File: src/rtl/pne_pkg.sv
// Shared types and constants of the picture nibble expander
package pne_pkg;

	localparam logic [7:0] BYTE_RUN_A = 8'hF0;
	localparam logic [7:0] BYTE_RUN_B = 8'hF2;
	localparam logic [7:0] BYTE_END   = 8'hFF;
	localparam logic [3:0] NIB_MASK   = 4'hF;
	localparam logic [15:0] LIMIT_RESET = 16'hFFFF;

	// Results of one item: one or two bytes, the second always a lone nibble
	typedef struct packed {
		logic       pair;
		logic [7:0] byte0;
		logic       end0;
		logic [7:0] byte1;
	} rec_t;

endpackage

File: src/rtl/picture_nibble_expander.sv
// The input takes one item per cycle while the result queue is not full.
// Results pass the queue and the output register; a pair holds the output for both.
// The input stalls only when the result queue (QUEUE_DEPTH items) is full.
// Reset clears the decode state and the queue and sets the length limit to 65535.
// Top level of the picture nibble expander
module picture_nibble_expander #(
	parameter int QUEUE_DEPTH = 4
) (
	input  logic        clk,
	input  logic        arst_n,
	input  logic        cfg_we,
	input  logic [15:0] cfg_wdata,
	input  logic        in_valid,
	output logic        in_stall,
	input  logic [7:0]  in_byte,
	input  logic        end_of_stream,
	output logic        out_valid,
	input  logic        out_stall,
	output logic [7:0]  out_byte,
	output logic        last_in_run,
	output logic        image_end
);
	import pne_pkg::*;

	logic q_full;
	logic q_empty;
	logic push;
	logic pop;
	rec_t push_rec;
	rec_t q_head;

	// Decode front end
	pne_front u_front (
		.clk           (clk),
		.arst_n        (arst_n),
		.cfg_we        (cfg_we),
		.cfg_wdata     (cfg_wdata),
		.in_valid      (in_valid),
		.in_stall      (in_stall),
		.in_byte       (in_byte),
		.end_of_stream (end_of_stream),
		.q_full        (q_full),
		.push          (push),
		.push_rec      (push_rec)
	);

	// Result queue
	pne_queue #(
		.DEPTH (QUEUE_DEPTH)
	) u_queue (
		.clk      (clk),
		.arst_n   (arst_n),
		.push     (push),
		.push_rec (push_rec),
		.pop      (pop),
		.full     (q_full),
		.empty    (q_empty),
		.head     (q_head)
	);

	// Output back end
	pne_back u_back (
		.clk         (clk),
		.arst_n      (arst_n),
		.q_empty     (q_empty),
		.q_head      (q_head),
		.pop         (pop),
		.out_valid   (out_valid),
		.out_stall   (out_stall),
		.out_byte    (out_byte),
		.last_in_run (last_in_run),
		.image_end   (image_end)
	);

endmodule

File: src/rtl/pne_front.sv
// Front end: takes items, decodes the nibble stream and queues the results
module pne_front (
	input  logic              clk,
	input  logic              arst_n,
	input  logic              cfg_we,
	input  logic [15:0]       cfg_wdata,
	input  logic              in_valid,
	output logic              in_stall,
	input  logic [7:0]        in_byte,
	input  logic              end_of_stream,
	input  logic              q_full,
	output logic              push,
	output pne_pkg::rec_t     push_rec
);
	import pne_pkg::*;

	logic [15:0] limit_q;
	logic        misaligned_q;
	logic [3:0]  held_q;
	logic        expect_q;
	logic        term_q;
	logic [15:0] count_q;

	logic        nxt_mis;
	logic [3:0]  nxt_held;
	logic        nxt_exp;
	logic        nxt_term;
	logic [1:0]  cand;
	logic [1:0]  n_emit;
	logic [7:0]  full_v;
	logic [7:0]  r0;
	logic [7:0]  r1;
	logic        end0;
	logic        avail0;
	logic        avail1;
	logic        accept;
	logic [3:0]  hi;
	logic [3:0]  lo;

	assign in_stall = q_full;
	assign accept   = in_valid && !in_stall;
	assign hi       = in_byte[7:4];
	assign lo       = in_byte[3:0] & NIB_MASK;
	assign full_v   = misaligned_q ? {held_q, hi} : in_byte;
	assign avail0   = count_q < limit_q;
	assign avail1   = ({1'b0, count_q} + 17'd1) < {1'b0, limit_q};

	// Decode one byte into candidate results and next state
	always_comb begin
		nxt_mis  = misaligned_q;
		nxt_held = held_q;
		nxt_exp  = expect_q;
		nxt_term = term_q;
		cand     = 2'd0;
		r0       = 8'h00;
		r1       = 8'h00;
		end0     = 1'b0;
		if (!term_q) begin
			if (expect_q) begin
				cand     = 2'd1;
				r0       = {4'h0, hi};
				nxt_exp  = 1'b0;
				nxt_mis  = 1'b1;
				nxt_held = lo;
			end else begin
				cand = 2'd1;
				r0   = full_v;
				if (misaligned_q) begin
					nxt_held = lo;
				end
				if (full_v == BYTE_END) begin
					end0     = 1'b1;
					nxt_term = 1'b1;
				end else if (full_v == BYTE_RUN_A || full_v == BYTE_RUN_B) begin
					if (misaligned_q) begin
						cand     = 2'd2;
						r1       = {4'h0, lo};
						nxt_mis  = 1'b0;
						nxt_held = 4'h0;
					end else begin
						nxt_exp = 1'b1;
					end
				end
			end
		end
	end

	// Trim the results to what the length limit still allows
	always_comb begin
		priority if (cand == 2'd0 || !avail0) begin
			n_emit = 2'd0;
		end else if (cand == 2'd1 || !avail1) begin
			n_emit = 2'd1;
		end else begin
			n_emit = 2'd2;
		end
	end

	assign push           = accept && (n_emit != 2'd0);
	assign push_rec.pair  = (n_emit == 2'd2);
	assign push_rec.byte0 = r0;
	assign push_rec.end0  = end0;
	assign push_rec.byte1 = r1;

	// Hold the length limit
	always_ff @(posedge clk or negedge arst_n) begin
		if (!arst_n) begin
			limit_q <= LIMIT_RESET;
		end else if (cfg_we) begin
			limit_q <= cfg_wdata;
		end
	end

	// Advance the decode state; clear it after the last byte of a stream
	always_ff @(posedge clk or negedge arst_n) begin
		if (!arst_n) begin
			misaligned_q <= 1'b0;
			held_q       <= 4'h0;
			expect_q     <= 1'b0;
			term_q       <= 1'b0;
			count_q      <= 16'd0;
		end else if (accept) begin
			if (end_of_stream) begin
				misaligned_q <= 1'b0;
				held_q       <= 4'h0;
				expect_q     <= 1'b0;
				term_q       <= 1'b0;
				count_q      <= 16'd0;
			end else begin
				misaligned_q <= nxt_mis;
				held_q       <= nxt_held;
				expect_q     <= nxt_exp;
				term_q       <= nxt_term;
				count_q      <= count_q + {14'd0, n_emit};
			end
		end
	end

endmodule

File: src/rtl/pne_queue.sv
// Short result queue between the decoder and the output stage
module pne_queue #(
	parameter int DEPTH = 4
) (
	input  logic          clk,
	input  logic          arst_n,
	input  logic          push,
	input  pne_pkg::rec_t push_rec,
	input  logic          pop,
	output logic          full,
	output logic          empty,
	output pne_pkg::rec_t head
);
	import pne_pkg::*;

	localparam int PW = (DEPTH > 1) ? $clog2(DEPTH) : 1;
	localparam int CW = $clog2(DEPTH + 1);
	localparam logic [PW-1:0] LAST_PTR = PW'(DEPTH - 1);
	localparam logic [CW-1:0] FULL_CNT = CW'(DEPTH);

	rec_t          slot_q [DEPTH];
	logic [PW-1:0] wr_ptr_q;
	logic [PW-1:0] rd_ptr_q;
	logic [CW-1:0] cnt_q;
	logic          do_push;
	logic          do_pop;

	assign full    = (cnt_q == FULL_CNT);
	assign empty   = (cnt_q == '0);
	assign do_push = push && !full;
	assign do_pop  = pop && !empty;
	assign head    = slot_q[rd_ptr_q];

	// Store pushed items
	always_ff @(posedge clk) begin
		if (do_push) begin
			slot_q[wr_ptr_q] <= push_rec;
		end
	end

	// Advance pointers and fill count
	always_ff @(posedge clk or negedge arst_n) begin
		if (!arst_n) begin
			wr_ptr_q <= '0;
			rd_ptr_q <= '0;
			cnt_q    <= '0;
		end else begin
			if (do_push) begin
				wr_ptr_q <= (wr_ptr_q == LAST_PTR) ? '0 : wr_ptr_q + PW'(1);
			end
			if (do_pop) begin
				rd_ptr_q <= (rd_ptr_q == LAST_PTR) ? '0 : rd_ptr_q + PW'(1);
			end
			if (do_push && !do_pop) begin
				cnt_q <= cnt_q + CW'(1);
			end else if (do_pop && !do_push) begin
				cnt_q <= cnt_q - CW'(1);
			end
		end
	end

endmodule

File: src/rtl/pne_back.sv
// Back end: unrolls queued items into single result bytes on the output
module pne_back (
	input  logic          clk,
	input  logic          arst_n,
	input  logic          q_empty,
	input  pne_pkg::rec_t q_head,
	output logic          pop,
	output logic          out_valid,
	input  logic          out_stall,
	output logic [7:0]    out_byte,
	output logic          last_in_run,
	output logic          image_end
);
	import pne_pkg::*;

	logic       out_valid_q;
	logic [7:0] out_byte_q;
	logic       last_q;
	logic       end_q;
	logic       sec_valid_q;
	logic [7:0] sec_byte_q;
	logic       load_ok;

	assign load_ok     = !out_valid_q || !out_stall;
	assign pop         = load_ok && !sec_valid_q && !q_empty;
	assign out_valid   = out_valid_q;
	assign out_byte    = out_byte_q;
	assign last_in_run = last_q;
	assign image_end   = end_q;

	// Load the output register from the pending nibble or the queue head
	always_ff @(posedge clk or negedge arst_n) begin
		if (!arst_n) begin
			out_valid_q <= 1'b0;
			sec_valid_q <= 1'b0;
		end else if (load_ok) begin
			if (sec_valid_q) begin
				out_valid_q <= 1'b1;
				sec_valid_q <= 1'b0;
			end else begin
				out_valid_q <= !q_empty;
				sec_valid_q <= !q_empty && q_head.pair;
			end
		end
	end

	// Payload of the output register and the pending second result
	always_ff @(posedge clk) begin
		if (load_ok) begin
			if (sec_valid_q) begin
				out_byte_q <= sec_byte_q;
				last_q     <= 1'b1;
				end_q      <= 1'b0;
			end else if (!q_empty) begin
				out_byte_q <= q_head.byte0;
				last_q     <= !q_head.pair;
				end_q      <= q_head.end0;
				sec_byte_q <= q_head.byte1;
			end
		end
	end

endmodule

File: config.mk
export PLATFORM = sky130hd
export DESIGN_NAME = picture_nibble_expander
export DESIGN_NICKNAME = d
export VERILOG_FILES = /design/src/rtl/pne_pkg.sv /design/src/rtl/picture_nibble_expander.sv /design/src/rtl/pne_front.sv /design/src/rtl/pne_queue.sv /design/src/rtl/pne_back.sv
export SDC_FILE = /design/constraint.sdc
export NUM_CORES = 1
export LEC_CHECK = 0
export BUFFER_PORTS_ARGS = -buffer_cell sky130_fd_sc_hd__clkbuf_2
export CORE_MARGIN = 2
export CORE_UTILIZATION = 55
export DETAILED_ROUTE_END_ITERATION = 6
export PLACE_DENSITY_LB_ADDON = 0.08
export SLEW_MARGIN = 20
export SYNTH_ARGS = -nofsm -noshare
export SYNTH_HDL_FRONTEND = slang
export SYNTH_SLANG_ARGS = --single-unit
File: constraint.sdc
create_clock -name clk -period 4.45 [get_ports clk]
set_clock_uncertainty 0.15 [all_clocks]
set_input_delay 0.2225 -clock clk [delete_from_list [all_inputs] [get_ports clk]]
set_output_delay 0.2225 -clock clk [all_outputs]
set_load 0.05 [all_outputs]
**After elaboration in Yosys (flattened, before gate mapping)**

Memories as Yosys holds them, arrays and structs flattened.
Index checks and enable logic that the tools add are counted.

- Register bits: 66
- Bits in latches: 0
- RAM bits: 72
- Bits in read-only memories: 0
- Input port bits: 30
- Output and inout port bits: 12
- Word-level logic and storage cells: 120
- Memories: 1

Memories:

| name | depth | width | read ports | clocked after memory_dff | write ports | line | RTL |
|---|---|---|---|---|---|---|---|
| u_queue.slot_q | 4 | 18 | 1 | 0 | 1 | pne_queue.sv:21 | `rec_t slot_q [DEPTH];` |

- Add/sub/neg operators: 6
- $mul: 0
- Div/mod/pow operators: 0
- Order comparisons: 2
- Equality and inequality tests: 11
- Shift operators: 0
- Muxes and demuxes: 51
- Bitwise logic cells: 2
- Reductions and logical operators: 32

Operators with widths:

| kind | count |
|---|---|
| $mux 8 | 9 |
| $mux 4 | 8 |
| $eq 8x8->1 const B | 3 |
| $mux 1 | 22 |
| $mux 2 | 9 |
| $add 16x1->17 const B | 1 |
| $lt 17x16->1 | 1 |
| $add 16x2->16 | 1 |
| $lt 16x16->1 | 1 |
| $mux 16 | 1 |
| $logic_not 1->1 | 10 |
| $logic_and 1x1->1 | 9 |
| $eq 2x2->1 const B | 3 |
| $mux 3 | 2 |
| $add 2x1->2 const B | 2 |
| $logic_or 1x1->1 | 4 |
| $ne 2x2->1 const B | 2 |
| $reduce_and 2->1 | 2 |
| $reduce_and 4->1 | 1 |
| $reduce_bool 2->1 | 2 |
| $add 3x1->3 const B | 1 |
| $eq 3x3->1 const B | 1 |
| $logic_not 3->1 | 1 |
| $ne 3x2->1 const B | 1 |
| 6 further kinds | 7 |

**Depth between registers and ports, before layout**

Gate-level depths: netlist of the first run.

- Depth after elaboration: 18
- Gate-level depth with buffers: 19
- Gate-level depth less buffers: 18

**Modules after synthesis**

From an unflattened synthesis of the first run, not the netlist that was laid out.

- Cells, all modules: 512
- Area, all modules: 6797.8 µm²

By module, submodules not included:

| module | times used | cells an instance | area each (µm²) | seq. area each (µm²) |
|---|---|---|---|---|
| pne_queue | 1 | 131 | 3034.2 | 2337.2 |
| pne_front | 1 | 340 | 2967.8 | 996.0 |
| pne_back | 1 | 41 | 795.8 | 590.6 |

**Least setup slack after synthesis of the first run**

Ideal clock, no wire load.

- Kind: register to register
- Start point: register u_front.count_q[3]
- End point: register u_front.count_q[14]
- Setup time: 0.078 ns
- Arrival time: 4.128 ns
- Data required time: 4.222 ns
- Path slack: 0.094 ns
- Stages on the path, launching flop included: 16
- Path buffers: 1
- Clock period less this slack: 4.356 ns
- Cells stage by stage: dfrtp_1 clkbuf_1 and3_1 nand3_1 nor2_1 xor2_1 ha_1 a21o_1 a211o_1 nor4_2 or4b_1 fa_1 and4b_1 nand4_1 or3_1 a21oi_1

- Cells in the longest elaborated chain, start to end: 8
- Elaborated cells between the ends (all ways): 11
- Those cells by class: 2 x add/sub; 2 x order compare; 3 x mux; 4 x reduce/logical

Ends and longest elaborated chain:

| item | line | RTL |
|---|---|---|
| start, declared | pne_front.sv:22 | `logic [15:0] count_q;` |
| start signal, assigned | pne_front.sv:134 | `count_q <= count_q + {14'd0, n_emit};` |
| $add 16x1->17 | pne_front.sv:46 | `assign avail1 = ({1'b0, count_q} + 17'd1) < {1'b0, limit_q};` |
| $lt 17x16->1 | pne_front.sv:46 |  |
| $logic_not 1->1 | pne_front.sv:92 | `end else if (cand == 2'd1 \|\| !avail1) begin` |
| $logic_or 1x1->1 | pne_front.sv:92 |  |
| $mux 2 | pne_front.sv:92 |  |
| $mux 2 | pne_front.sv:90 | `priority if (cand == 2'd0 \|\| !avail0) begin` |
| $add 16x2->16 (*) | pne_front.sv:134 |  |
| $mux 16 (*) | pne_front.sv:123 | `if (end_of_stream) begin` |

Every way passes the cells marked *; elsewhere a longest branch is shown, timed or not.
A chain may end at the register's enable or synchronous reset.

**Worst setup path after layout of the first run**

- Start point: register u_front.count_q[11]
- End point: register u_front.count_q[14]

The elaborated chain is that of the path after synthesis.

==> results of run 1 <==
[per-stage QoR]
| stage | hold WS (ns) | TNS, ns | instance area [um^2] |
|---|---|---|---|
| floorplan | -0.223 | 0 | 6000 |
| global placement | 0.131 | -0.313 | 6560 |
| detailed placement | 0.125 | -0.566 | 6560 |
| CTS | 0.0257 | 0 | 7390 |
| global route | 0.0746 | -0.0338 | 7600 |
| finish | 0.0526 | 0 | 7600 |
[logic make-up after synthesis]
family / after synthesis / synth area share [%]
xor+xnor: 23 / 3.36
flops: 118 / 55.4
mux: 27 / 7.61
simple gates: 155 / 13.2
fa+ha+maj: 41 / 8.80
compound gates: 87 / 8.70
buf+inv: 46 / 2.90
[flip-flops by register name, indices dropped and copies added (netlist names)]
register and cells:
u_front.term_q 1, u_back.last_in_run 1, u_back.out_byte 8, u_queue.slot_q 56, u_back.image_end 1, u_queue.rd_ptr_q 2
u_back.sec_byte_q 4, u_front.held_q 4, u_back.out_valid 1, u_front.limit_q 16, u_queue.wr_ptr_q 2, u_front.expect_q 1
u_queue.cnt_q 3, u_back.sec_valid_q 1, u_front.misaligned_q 1, u_front.count_q 16
[worst reg2reg max path, delay by kind of cell (launching register included)]
| family | cells | cell delay, ns |
|---|---|---|
| AO/OA/AOI/OAI | 2 | 0.20 |
| adder cells (fa/ha/maj) | 2 | 0.68 |
| buffers and inverters | 3 | 0.48 |
| flip-flops | 1 | 0.44 |
| AND/OR/NAND/NOR | 7 | 2.29 |
[how the worst min path moves through the flow]
stage / cells after the start / to / slack, ns
2_1_floorplan: 0 / u_back.out_valid / -0.22
3_3_place_gp: 1 / u_queue.rd_ptr_q[1] / 0.13
3_5_place_dp: 1 / u_queue.rd_ptr_q[1] / 0.13
4_1_cts: 3 / u_queue.slot_q[1][10] / 0.03
5_1_grt: 3 / u_queue.slot_q[1][10] / 0.07
6_report: 3 / u_queue.slot_q[1][10] / 0.05
[layer usage]
metal,vias to the layer above,wire length (um)
li1,2061,-
met1,2095,6370
met2,114,6290
met3,17,552
met4,0,200
met5,-,0
[final cells by class]
| type | instances | area [um^2] | share of cell area [%] |
|---|---|---|---|
| Clock buffer | 23 | 447 | 5.87 |
| Multi-Input combinational cell | 333 | 2610 | 34.3 |
| Timing Repair Buffer | 113 | 811 | 10.7 |
| Sequential cell | 118 | 3330 | 43.8 |
| Inverter | 28 | 105 | 1.38 |
| Tap cell | 140 | 175 | 2.30 |
| Clock inverter | 9 | 129 | 1.69 |
[layout by cell type, fill, tap and decap left out, types with 5 or more instances in the layout]
master / n
nor2_1: 33
mux2_2: 9
dfstp_2: 16
nand2_1: 41
clkbuf_16: 16
dlygate4sd3_1: 23
nor2b_1: 5
a21o_1: 5
nor3_1: 6
mux4_2: 14
o21ai_0: 34
or3_1: 6
clkbuf_2: 41
a21oi_1: 21
nand3_1: 12
and2_1: 9
xnor2_1: 13
clkbuf_1: 5
xor2_1: 10
edfxtp_1: 70
buf_4: 47
dfrtp_1: 28
ha_1: 38
inv_1: 28
nor4_1: 5
nand4_1: 11
[report_power, final]
part / leakage (nW) / switching (mW) / internal, mW
clock: 0.276 / 0.467 / 0.865
sequential: 1.24 / 0.172 / 1.45
combinational: 1.65 / 0.612 / 0.456
total: 3.16 / 1.25 / 2.77
[what timing repair did]
action	in CTS	in global routing
setup buffers	1	15
endpoints found under the hold margin	63	0
hold buffers	23	0
resized for setup	4	28
endpoints found under the setup margin	4	8
pin swaps	2	13
==> impl_metrics.env, run 1 <==
export IMPL_status="finished clean"
export IMPL_final_nets=682
export IMPL_overflow=0
export IMPL_worstSetupPathType="reg2reg"
export IMPL_worstPathCellList="buf_4, ha_1, nand2_1, or3_4, a2111oi_0, buf_4, or4_1, buf_4, or4b_4, fa_2, and4b_1, nand4_1, or3_4, a21oi_2"
export IMPL_leakagePower_nw=3.16
export IMPL_syn_area_um2=6000
export IMPL_mappedNetlistNets=568
export IMPL_cts_root_buffer="clkbuf_8"
export IMPL_ys_seq_area_share_pct=55.4
export IMPL_synth_most_common_cell="edfxtp_1"
export IMPL_insertion_delay_ns=0.52
export IMPL_vdd_drop_max_uv=368
export IMPL_core_um2=10700
export IMPL_startpoint_type="flop"
export IMPL_critPathSlowestCell="or4b_4"
export IMPL_grt_pass1_vias=4141
export IMPL_drc=0
export IMPL_die_w_um=108
export IMPL_ys_async_sr_fraction_pct=40.7
export IMPL_grt_usage_pct=24.4
export IMPL_via_per_inst=5.61
export IMPL_path_common_cell="buf_4"
export IMPL_wl_um=13400
export IMPL_crit_path_max_fanout=6
export IMPL_start_util_pct=55.8
export IMPL_cp_endpoint="u_front.count_q[14]"
export IMPL_cts_tree="done"
export IMPL_rrSetupSlack_ns=0.14
export IMPL_crit_path_start="u_front.count_q[11]"
export IMPL_numClockSinks=118
export IMPL_rows=38
export IMPL_max_slew_worst_pin_slew_ns=0.983
export IMPL_finalPower_mw=4.03
export IMPL_clk_pin_slew_ns=0.06
export IMPL_yosysWarnings=0
export IMPL_synth_top_area_share_pct=35.0
export IMPL_layout_min_cycle_time_ns=4.31
export IMPL_grt_use_met1_pct=35.2
export IMPL_synthToLayoutAreaGrowth_pct=26.8
export IMPL_rr_endpoint="u_front.count_q[14]"
export IMPL_synth_main_ff_cell="edfxtp_1"
export IMPL_vias=4287
export IMPL_synth_area_leaders="edfxtp_1 (35%), dfrtp_1 (13%), ha_1 (8.1%)"
export IMPL_min_period_over_period_pct=96.9
export IMPL_syn_avg_cell_area_um2=12.1
export IMPL_drt_initial_drc_count=241
export IMPL_cp_required_ns=4.75
export IMPL_yosysUniqueCellTypes=55
export IMPL_cp_end_kind="flop"
export IMPL_met2_usage_pct=36.8
export IMPL_hold_class="in2reg"
export IMPL_yosysTopAreaCell="edfxtp_1"
export IMPL_hold_start="in_byte[5]"
export IMPL_cp_top_family="simple AND/OR/NAND/NOR gates"
export IMPL_grt_pass1_wl_um=21200
export IMPL_powerDensity_nw_per_um2=529
export IMPL_antenna_found_initial=0
export IMPL_grtUsageMet3_pct=5.24
export IMPL_io_pins=42
export IMPL_die_area_um2=11800
export IMPL_reg2reg_depth=14
export IMPL_final_max_slew_violation_count=0
export IMPL_gp_congestion=0.827
export IMPL_busiest_layer="met2"
export IMPL_drtPass1Iterations=5
export IMPL_setup_ws_ns=0.136
export IMPL_synth_edff_count=70
export IMPL_layout_drive_gt1_share_pct=28.8
export IMPL_relSlewSlack_pct=34.4
export IMPL_slowest_delay_ns=0.52
export IMPL_cts_made_buffers=17
export IMPL_layout_cells_non_filler=764
export IMPL_arrival_ns=4.61
export IMPL_grt_max_degree=33
export IMPL_wl_per_cell_um=17.6
export IMPL_placed_cells=693
export IMPL_crit_buf_inv=3
export IMPL_syn_inst=497
export IMPL_htreeDepth=4
export IMPL_cts_buffer_depth=2
export IMPL_worstSetupPathDepth=14
export IMPL_reg2reg_from="u_front.count_q[11]"
export IMPL_ys_ff_latch=118
export IMPL_dp_slack_ns=-0.204
export IMPL_yosys_top_cells_count="edfxtp_1 (70), nand2_1 (42), ha_1 (39), nor2_1 (35), o21ai_0 (34)"
export IMPL_hpwlAfterDp_um=9070
export IMPL_hold_viol=0
export IMPL_max_freq_ghz=0.232
export IMPL_n_fill_cell=754
export IMPL_antenna_cells=0
export IMPL_setup_viol=0
export IMPL_portBuffers=41
export IMPL_max_cap_violations=0
export IMPL_antenna_left=0
export IMPL_postLayoutCoreUtil_pct=70.8
export IMPL_die_y_um=108
No activity file was read; power rests on OpenSTA's default activity.
==> run 2, diff against run 1 <==
--- a/config.mk
+++ b/config.mk
@@ -7,7 +7,7 @@
 export LEC_CHECK = 0
 export BUFFER_PORTS_ARGS = -buffer_cell sky130_fd_sc_hd__clkbuf_2
 export CORE_MARGIN = 2
-export CORE_UTILIZATION = 55
+export CORE_UTILIZATION = 60
 export DETAILED_ROUTE_END_ITERATION = 6
 export PLACE_DENSITY_LB_ADDON = 0.08
 export SLEW_MARGIN = 20
==> constraint.sdc (replaced) <==
create_clock -name clk -period 4.7 [get_ports clk]
set_clock_uncertainty 0.15 [all_clocks]
set_input_delay 0.235 -clock clk [delete_from_list [all_inputs] [get_ports clk]]
set_output_delay 0.235 -clock clk [all_outputs]
set_load 0.05 [all_outputs]
==> run 2 against run 1 <==
  * Highest routed layer unchanged
  * Critical path type unchanged
  * Global-route usage grew 1.4 points
  * Via count down 0.77%
  * Cell area down 5.3%
  * Die area fell by 8.0%
  * Critical endpoint unchanged
  * Count of clock-buffer cells in the layout is 4 lower
  * Non-clock buffer count shrank 36
  * Largest power group unchanged
  * Power decreased by 6.9%
==> impl_metrics.env, run 2 (synthesized netlist as in run 1, its figures left out) <==
export IMPL_cts_made_buffers=17
export IMPL_hold_start="cfg_we"
export IMPL_max_cap_violations=0
export IMPL_vias=4254
export IMPL_placed_cells=665
export IMPL_drc=0
export IMPL_synthToLayoutAreaGrowth_pct=20.1
export IMPL_setup_viol=0
export IMPL_reg_top3="u_queue.slot_q (56), u_front.count_q (16), u_front.limit_q (16)"
export IMPL_gp_congestion=0.885
export IMPL_arrival_ns=4.84
export IMPL_top_register="u_queue.slot_q"
export IMPL_hold_viol=0
export IMPL_vdd_drop_max_uv=397
export IMPL_overflow=0
export IMPL_final_nets=646
export IMPL_die_area_um2=10800
export IMPL_max_slew_worst_pin_slew_ns=0.937
export IMPL_largest_reg_flops=56
export IMPL_layout_drive_gt1_share_pct=21.6
export IMPL_clk_pin_slew_ns=0.06
export IMPL_antenna_cells=0
export IMPL_htreeDepth=4
export IMPL_crit_path_max_fanout=8
export IMPL_cts_buffer_depth=2
export IMPL_layout_cells_non_filler=720
export IMPL_portBuffers=41
export IMPL_grt_pass1_wl_um=21300
export IMPL_cts_tree="done"
export IMPL_powerDensity_nw_per_um2=520
export IMPL_numClockSinks=118
export IMPL_hpwlAfterDp_um=8610
export IMPL_final_max_slew_violation_count=0
export IMPL_antenna_found_initial=0
export IMPL_grt_pass1_vias=4154
export IMPL_leakagePower_nw=2.98
export IMPL_insertion_delay_ns=0.52
export IMPL_finalPower_mw=3.75
export IMPL_grt_usage_pct=25.8
export IMPL_start_util_pct=61.7
export IMPL_final_common_cell="edfxtp_1"
export IMPL_holdPathStages=3
export IMPL_cp_required_ns=4.98
export IMPL_n_fill_cell=671
export IMPL_die_y_um=104
export IMPL_cts_root_buffer="clkbuf_8"
export IMPL_reg2reg_depth=15
export IMPL_io_pins=42
export IMPL_layout_common_cells="edfxtp_1 (70), nand2_1 (42), clkbuf_2 (41)"
export IMPL_die_w_um=104
export IMPL_status="finished clean"
export IMPL_via_per_inst=5.91
export IMPL_max_freq_ghz=0.219
export IMPL_wl_um=12900
export IMPL_drtPass1Iterations=5
export IMPL_hold_class="in2reg"
export IMPL_worstSetupPathType="reg2reg"
export IMPL_reg2reg_from="u_front.count_q[10]"
export IMPL_grt_max_degree=49
export IMPL_min_period_over_period_pct=97.0
export IMPL_relSlewSlack_pct=37.5
export IMPL_wl_per_cell_um=17.9
export IMPL_core_um2=9730
export IMPL_crit_path_start="u_front.count_q[10]"
export IMPL_startpoint_type="flop"
export IMPL_antenna_left=0
export IMPL_layout_min_cycle_time_ns=4.56
export IMPL_rows=36
export IMPL_cp_end_kind="flop"
export IMPL_drt_initial_drc_count=204
run 2: cell count changes in the layout (fill, tap and decap cells not counted), sizes merged:
cell and change:
clkinv +4, buf -36, clkbuf -4, clkinvlp -1
run 2: repair_timing:
| action | CTS | global route |
|---|---|---|
| setup endpoints to repair | 3 | 4 |
| hold buffers | 23 | 0 |
| endpoints found under the hold margin | 66 | 0 |
| buffers inserted | 0 | 1 |
| resized for setup | 1 | 3 |
| pin swaps | 0 | 1 |
run 2: metal layers:
metal | vias up | GRT usage [%] | part of all wire, %
met4 | 0 | 7.43 | 1.2
met2 | 164 | 39.3 | 47
met1 | 2083 | 37.1 | 45
met3 | 16 | 6.64 | 6.5
li1 | 1991 | - | -
met5 | - | 0 | 0
run 2: worst paths after layout:
path	to	slack, ns
min reg2reg	u_front.limit_q[0]	0.37
max	u_front.count_q[14]	0.14
max reg2reg	u_front.count_q[14]	0.14
min	u_front.limit_q[6]	0.08
min in group asynchronous	u_queue.rd_ptr_q[1]	0.21
max in group asynchronous	u_front.held_q[2]	3.73
run 2: cell type report:
class                           instances  area [um^2]  share of cell area (%)
Clock inverter                         12          136                    1.89
Clock buffer                           19          422                    5.85
Tap cell                              133          166                    2.31
Sequential cell                       118         3320                    46.2
Inverter                               28          105                    1.46
Multi-Input combinational cell        333         2520                    34.9
Timing Repair Buffer                   77          533                    7.40
run 2: stage by stage:
| stage | hold slack (ns) | setup slack, ns | utilization [%] | area, um^2 | TNS (ns) |
|---|---|---|---|---|---|
| final | 0.0825 | 0.141 | 74.0 | 7200 | 0 |
| after global routing | 0.105 | -0.00787 | 74.0 | 7200 | -0.00787 |
| after CTS | 0.0595 | 0.0474 | 73.8 | 7180 | 0 |
| after detailed placement | 0.233 | -0.00395 | 65.7 | 6390 | -0.00395 |
| after global placement | 0.216 | 0.301 | 65.7 | 6390 | 0 |
| after floorplan | -0.211 | 0.344 | - | 6000 | 0 |
run 2: worst max-delay path, cell delays in order (launching register included):
cell and delay (ns):
dfrtp_1 0.50, and4_1 0.27, nand2_1 0.10, nor2_1 0.12
xor2_1 0.17, ha_1 0.26, a21o_1 0.17, a211o_1 0.30
nor4_2 0.33, or4b_1 0.51, fa_1 0.47, and4b_1 0.33
nand4_1 0.11, buf_4 0.18, or3_1 0.35, a21oi_1 0.16
run 2: power by group:
part / switching (mW) / internal, mW / leakage [nW]
registers: 0.166 / 1.38 / 1.25
logic: 0.573 / 0.404 / 1.46
clock network: 0.431 / 0.793 / 0.278
==> run 3, diff against run 2 <==
--- a/config.mk
+++ b/config.mk
@@ -9,7 +9,9 @@
 export CORE_MARGIN = 2
 export CORE_UTILIZATION = 60
 export DETAILED_ROUTE_END_ITERATION = 6
+export GPL_TIMING_DRIVEN = 0
 export PLACE_DENSITY_LB_ADDON = 0.08
+export REMOVE_ABC_BUFFERS = 1
 export SLEW_MARGIN = 20
 export SYNTH_ARGS = -nofsm -noshare
 export SYNTH_HDL_FRONTEND = slang
==> run 3 against run 2 <==
  * Worst hold slack worse by 0.0083 ns
  * Clock power down 3%
  * Global-route usage shrank 0.70 points
  * Critical path depth did not move
  * Largest cell class unchanged
  * Combinational power hardly changed
  * Critical path type unchanged
  * Maximum frequency grew 2.1%
  * Non-clock buffer count up 1
  * Sequential share of layout area fell by 0.14 points
  * Cell area up 0.61%
==> impl_metrics.env, run 3 (synthesized netlist as in run 1, its figures left out) <==
export IMPL_reg2reg_from="u_front.count_q[4]"
export IMPL_die_area_um2=10800
export IMPL_cts_tree="done"
export IMPL_critPathSlowestCell="or4b_1"
export IMPL_worstSetupPathType="reg2reg"
export IMPL_core_um2=9730
export IMPL_io_pins=42
export IMPL_max_freq_ghz=0.224
export IMPL_antenna_left=0
export IMPL_startpoint_type="flop"
export IMPL_cp_end_kind="flop"
export IMPL_cts_buffer_depth=2
export IMPL_hold_class="in2reg"
export IMPL_drt_met1_wl_um=5410
export IMPL_cts_made_buffers=17
export IMPL_synthToLayoutAreaGrowth_pct=20.8
export IMPL_die_w_um=104
export IMPL_vias=4147
export IMPL_drt_initial_drc_count=286
export IMPL_clk_pin_slew_ns=0.06
export IMPL_start_util_pct=61.7
export IMPL_via_per_inst=5.74
export IMPL_drc=0
export IMPL_highest_layer="met4"
export IMPL_cts_root_buffer="clkbuf_8"
export IMPL_gp_congestion=0.893
export IMPL_layout_min_cycle_time_ns=4.46
export IMPL_min_period_over_period_pct=95.0
export IMPL_placed_cells=653
export IMPL_max_slew_worst_pin_slew_ns=0.837
export IMPL_max_cap_violations=0
export IMPL_hold_start="cfg_we"
export IMPL_portBuffers=41
export IMPL_top_register="u_queue.slot_q"
export IMPL_grt_max_degree=49
export IMPL_slowest_delay_ns=0.52
export IMPL_rsz0062_at_grt="false"
export IMPL_cp_required_ns=5.00
export IMPL_layout_drive_gt1_share_pct=24.8
export IMPL_wl_met3_um=509
export IMPL_postLayoutCoreUtil_pct=74.5
export IMPL_powerDensity_nw_per_um2=514
export IMPL_wl_per_cell_um=17.6
export IMPL_wl_met2_um=6640
export IMPL_leakagePower_nw=2.95
export IMPL_htreeDepth=4
export IMPL_drtPass1Iterations=5
export IMPL_crit_path_max_fanout=7
export IMPL_die_y_um=104
export IMPL_insertion_delay_ns=0.52
export IMPL_n_fill_cell=660
export IMPL_hpwlAfterDp_um=8160
export IMPL_rows=36
export IMPL_final_nets=647
export IMPL_vdd_drop_max_uv=327
export IMPL_arrival_ns=4.76
export IMPL_final_common_cell="edfxtp_1"
export IMPL_final_max_slew_violation_count=0
export IMPL_crit_path_start="u_front.count_q[4]"
export IMPL_largest_reg_flops=56
export IMPL_overflow=0
export IMPL_numClockSinks=118
export IMPL_relSlewSlack_pct=44.0
export IMPL_layout_cells_non_filler=722
export IMPL_setup_viol=0
export IMPL_antenna_found_initial=0
export IMPL_hold_viol=0
export IMPL_grt_pass1_wl_um=21000
export IMPL_antenna_cells=0
export IMPL_grt_pass1_vias=4146
export IMPL_wl_um=12700
export IMPL_grt_usage_pct=25.1
export IMPL_layout_common_cells="edfxtp_1 (70), nand2_1 (42), clkbuf_2 (40)"
export IMPL_worstPathCellList="and3_2, nand3_4, nor2_1, xor2_1, ha_1, a21o_1, a211o_1, nor4_4, or4b_1, fa_2, and4b_2, nand4_1, buf_4, or3_1, a21oi_1"
export IMPL_status="finished clean"
export IMPL_reg_top3="u_queue.slot_q (56), u_front.count_q (16), u_front.limit_q (16)"
run 3: changes by cell type in the layout (fill, tap and decap cells not counted), moves of 2 or more:
cell / before / now
dfrtp_1: 31 / 23
dfrtp_2: 1 / 9
clkinvlp_4: 1 / 5
clkinv_2: 7 / 4
inv_6: 0 / 3
and3_1: 3 / 1
and3_2: 0 / 2
bufinv_16: 3 / 1
clkbuf_1: 2 / 0
clkinv_4: 0 / 2
run 3: where the power goes:
| group | total, mW | switching [mW] | leakage (nW) | internal (mW) |
|---|---|---|---|---|
| sequential | 1.54 | 0.160 | 1.23 | 1.38 |
| clock | 1.18 | 0.483 | 0.257 | 0.701 |
| combinational | 1.00 | 0.576 | 1.46 | 0.424 |
run 3: metrics by stage:
step                hold slack (ns)  total power [mW]  TNS, ns  setup slack, ns  instance area, um^2
finish                       0.0743              3.72        0            0.235                 7250
global route                  0.104              3.91        0           0.0305                 7250
CTS                          0.0751              3.70        0           0.0185                 7110
detailed placement            0.216              2.48    -1.58           -0.456                 6300
global placement              0.286              2.43    -1.18           -0.346                 6300
floorplan                    -0.211              2.21        0            0.432                 5930
run 3: layout make-up:
class	count	area, um^2	share of cell area [%]
clock buffer	17	414	5.71
timing repair buffer	78	547	7.54
tap	133	166	2.30
clock inverter	15	131	1.81
inverter	28	105	1.45
sequential	118	3330	46.0
multi-input combinational	333	2550	35.2
run 3: final timing paths:
path / end / slack [ns] / depth (start not counted)
max: u_front.count_q[10] / 0.24 / 15
min: u_front.limit_q[14] / 0.07 / 3
max reg2reg: u_front.count_q[10] / 0.24 / 15
min reg2reg: u_front.limit_q[0] / 0.36 / 2
max in group asynchronous: u_front.count_q[7] / 3.69 / 2
min in group asynchronous: u_front.held_q[0] / 0.17 / 2
run 3: critical path, delay by kind of cell, from the launching register on:
kind                       cells  cell delay, ns
DFF                            1            0.43
buffers and inverters          1            0.17
AOI/OAI and AO/OA              3            0.64
and+or+nand+nor                8            2.14
xor gates and xnor gates       1            0.16
adders and majority gates      2            0.67
run 3: timing repair:
item | 4_1_cts | 5_1_grt
pin swaps | 1 | 3
setup buffers | 2 | 11
endpoints found under the hold margin | 60 | 0
resized for setup | 5 | 16
setup endpoints to repair | 5 | 6
hold buffers | 23 | 0
run 3: per-layer routing:
layer / up-vias / global-route usage, %
met5: - / 0
met3: 18 / 5.20
li1: 1999 / -
met1: 2022 / 31.2
met2: 108 / 44.3
met4: 0 / 7.72
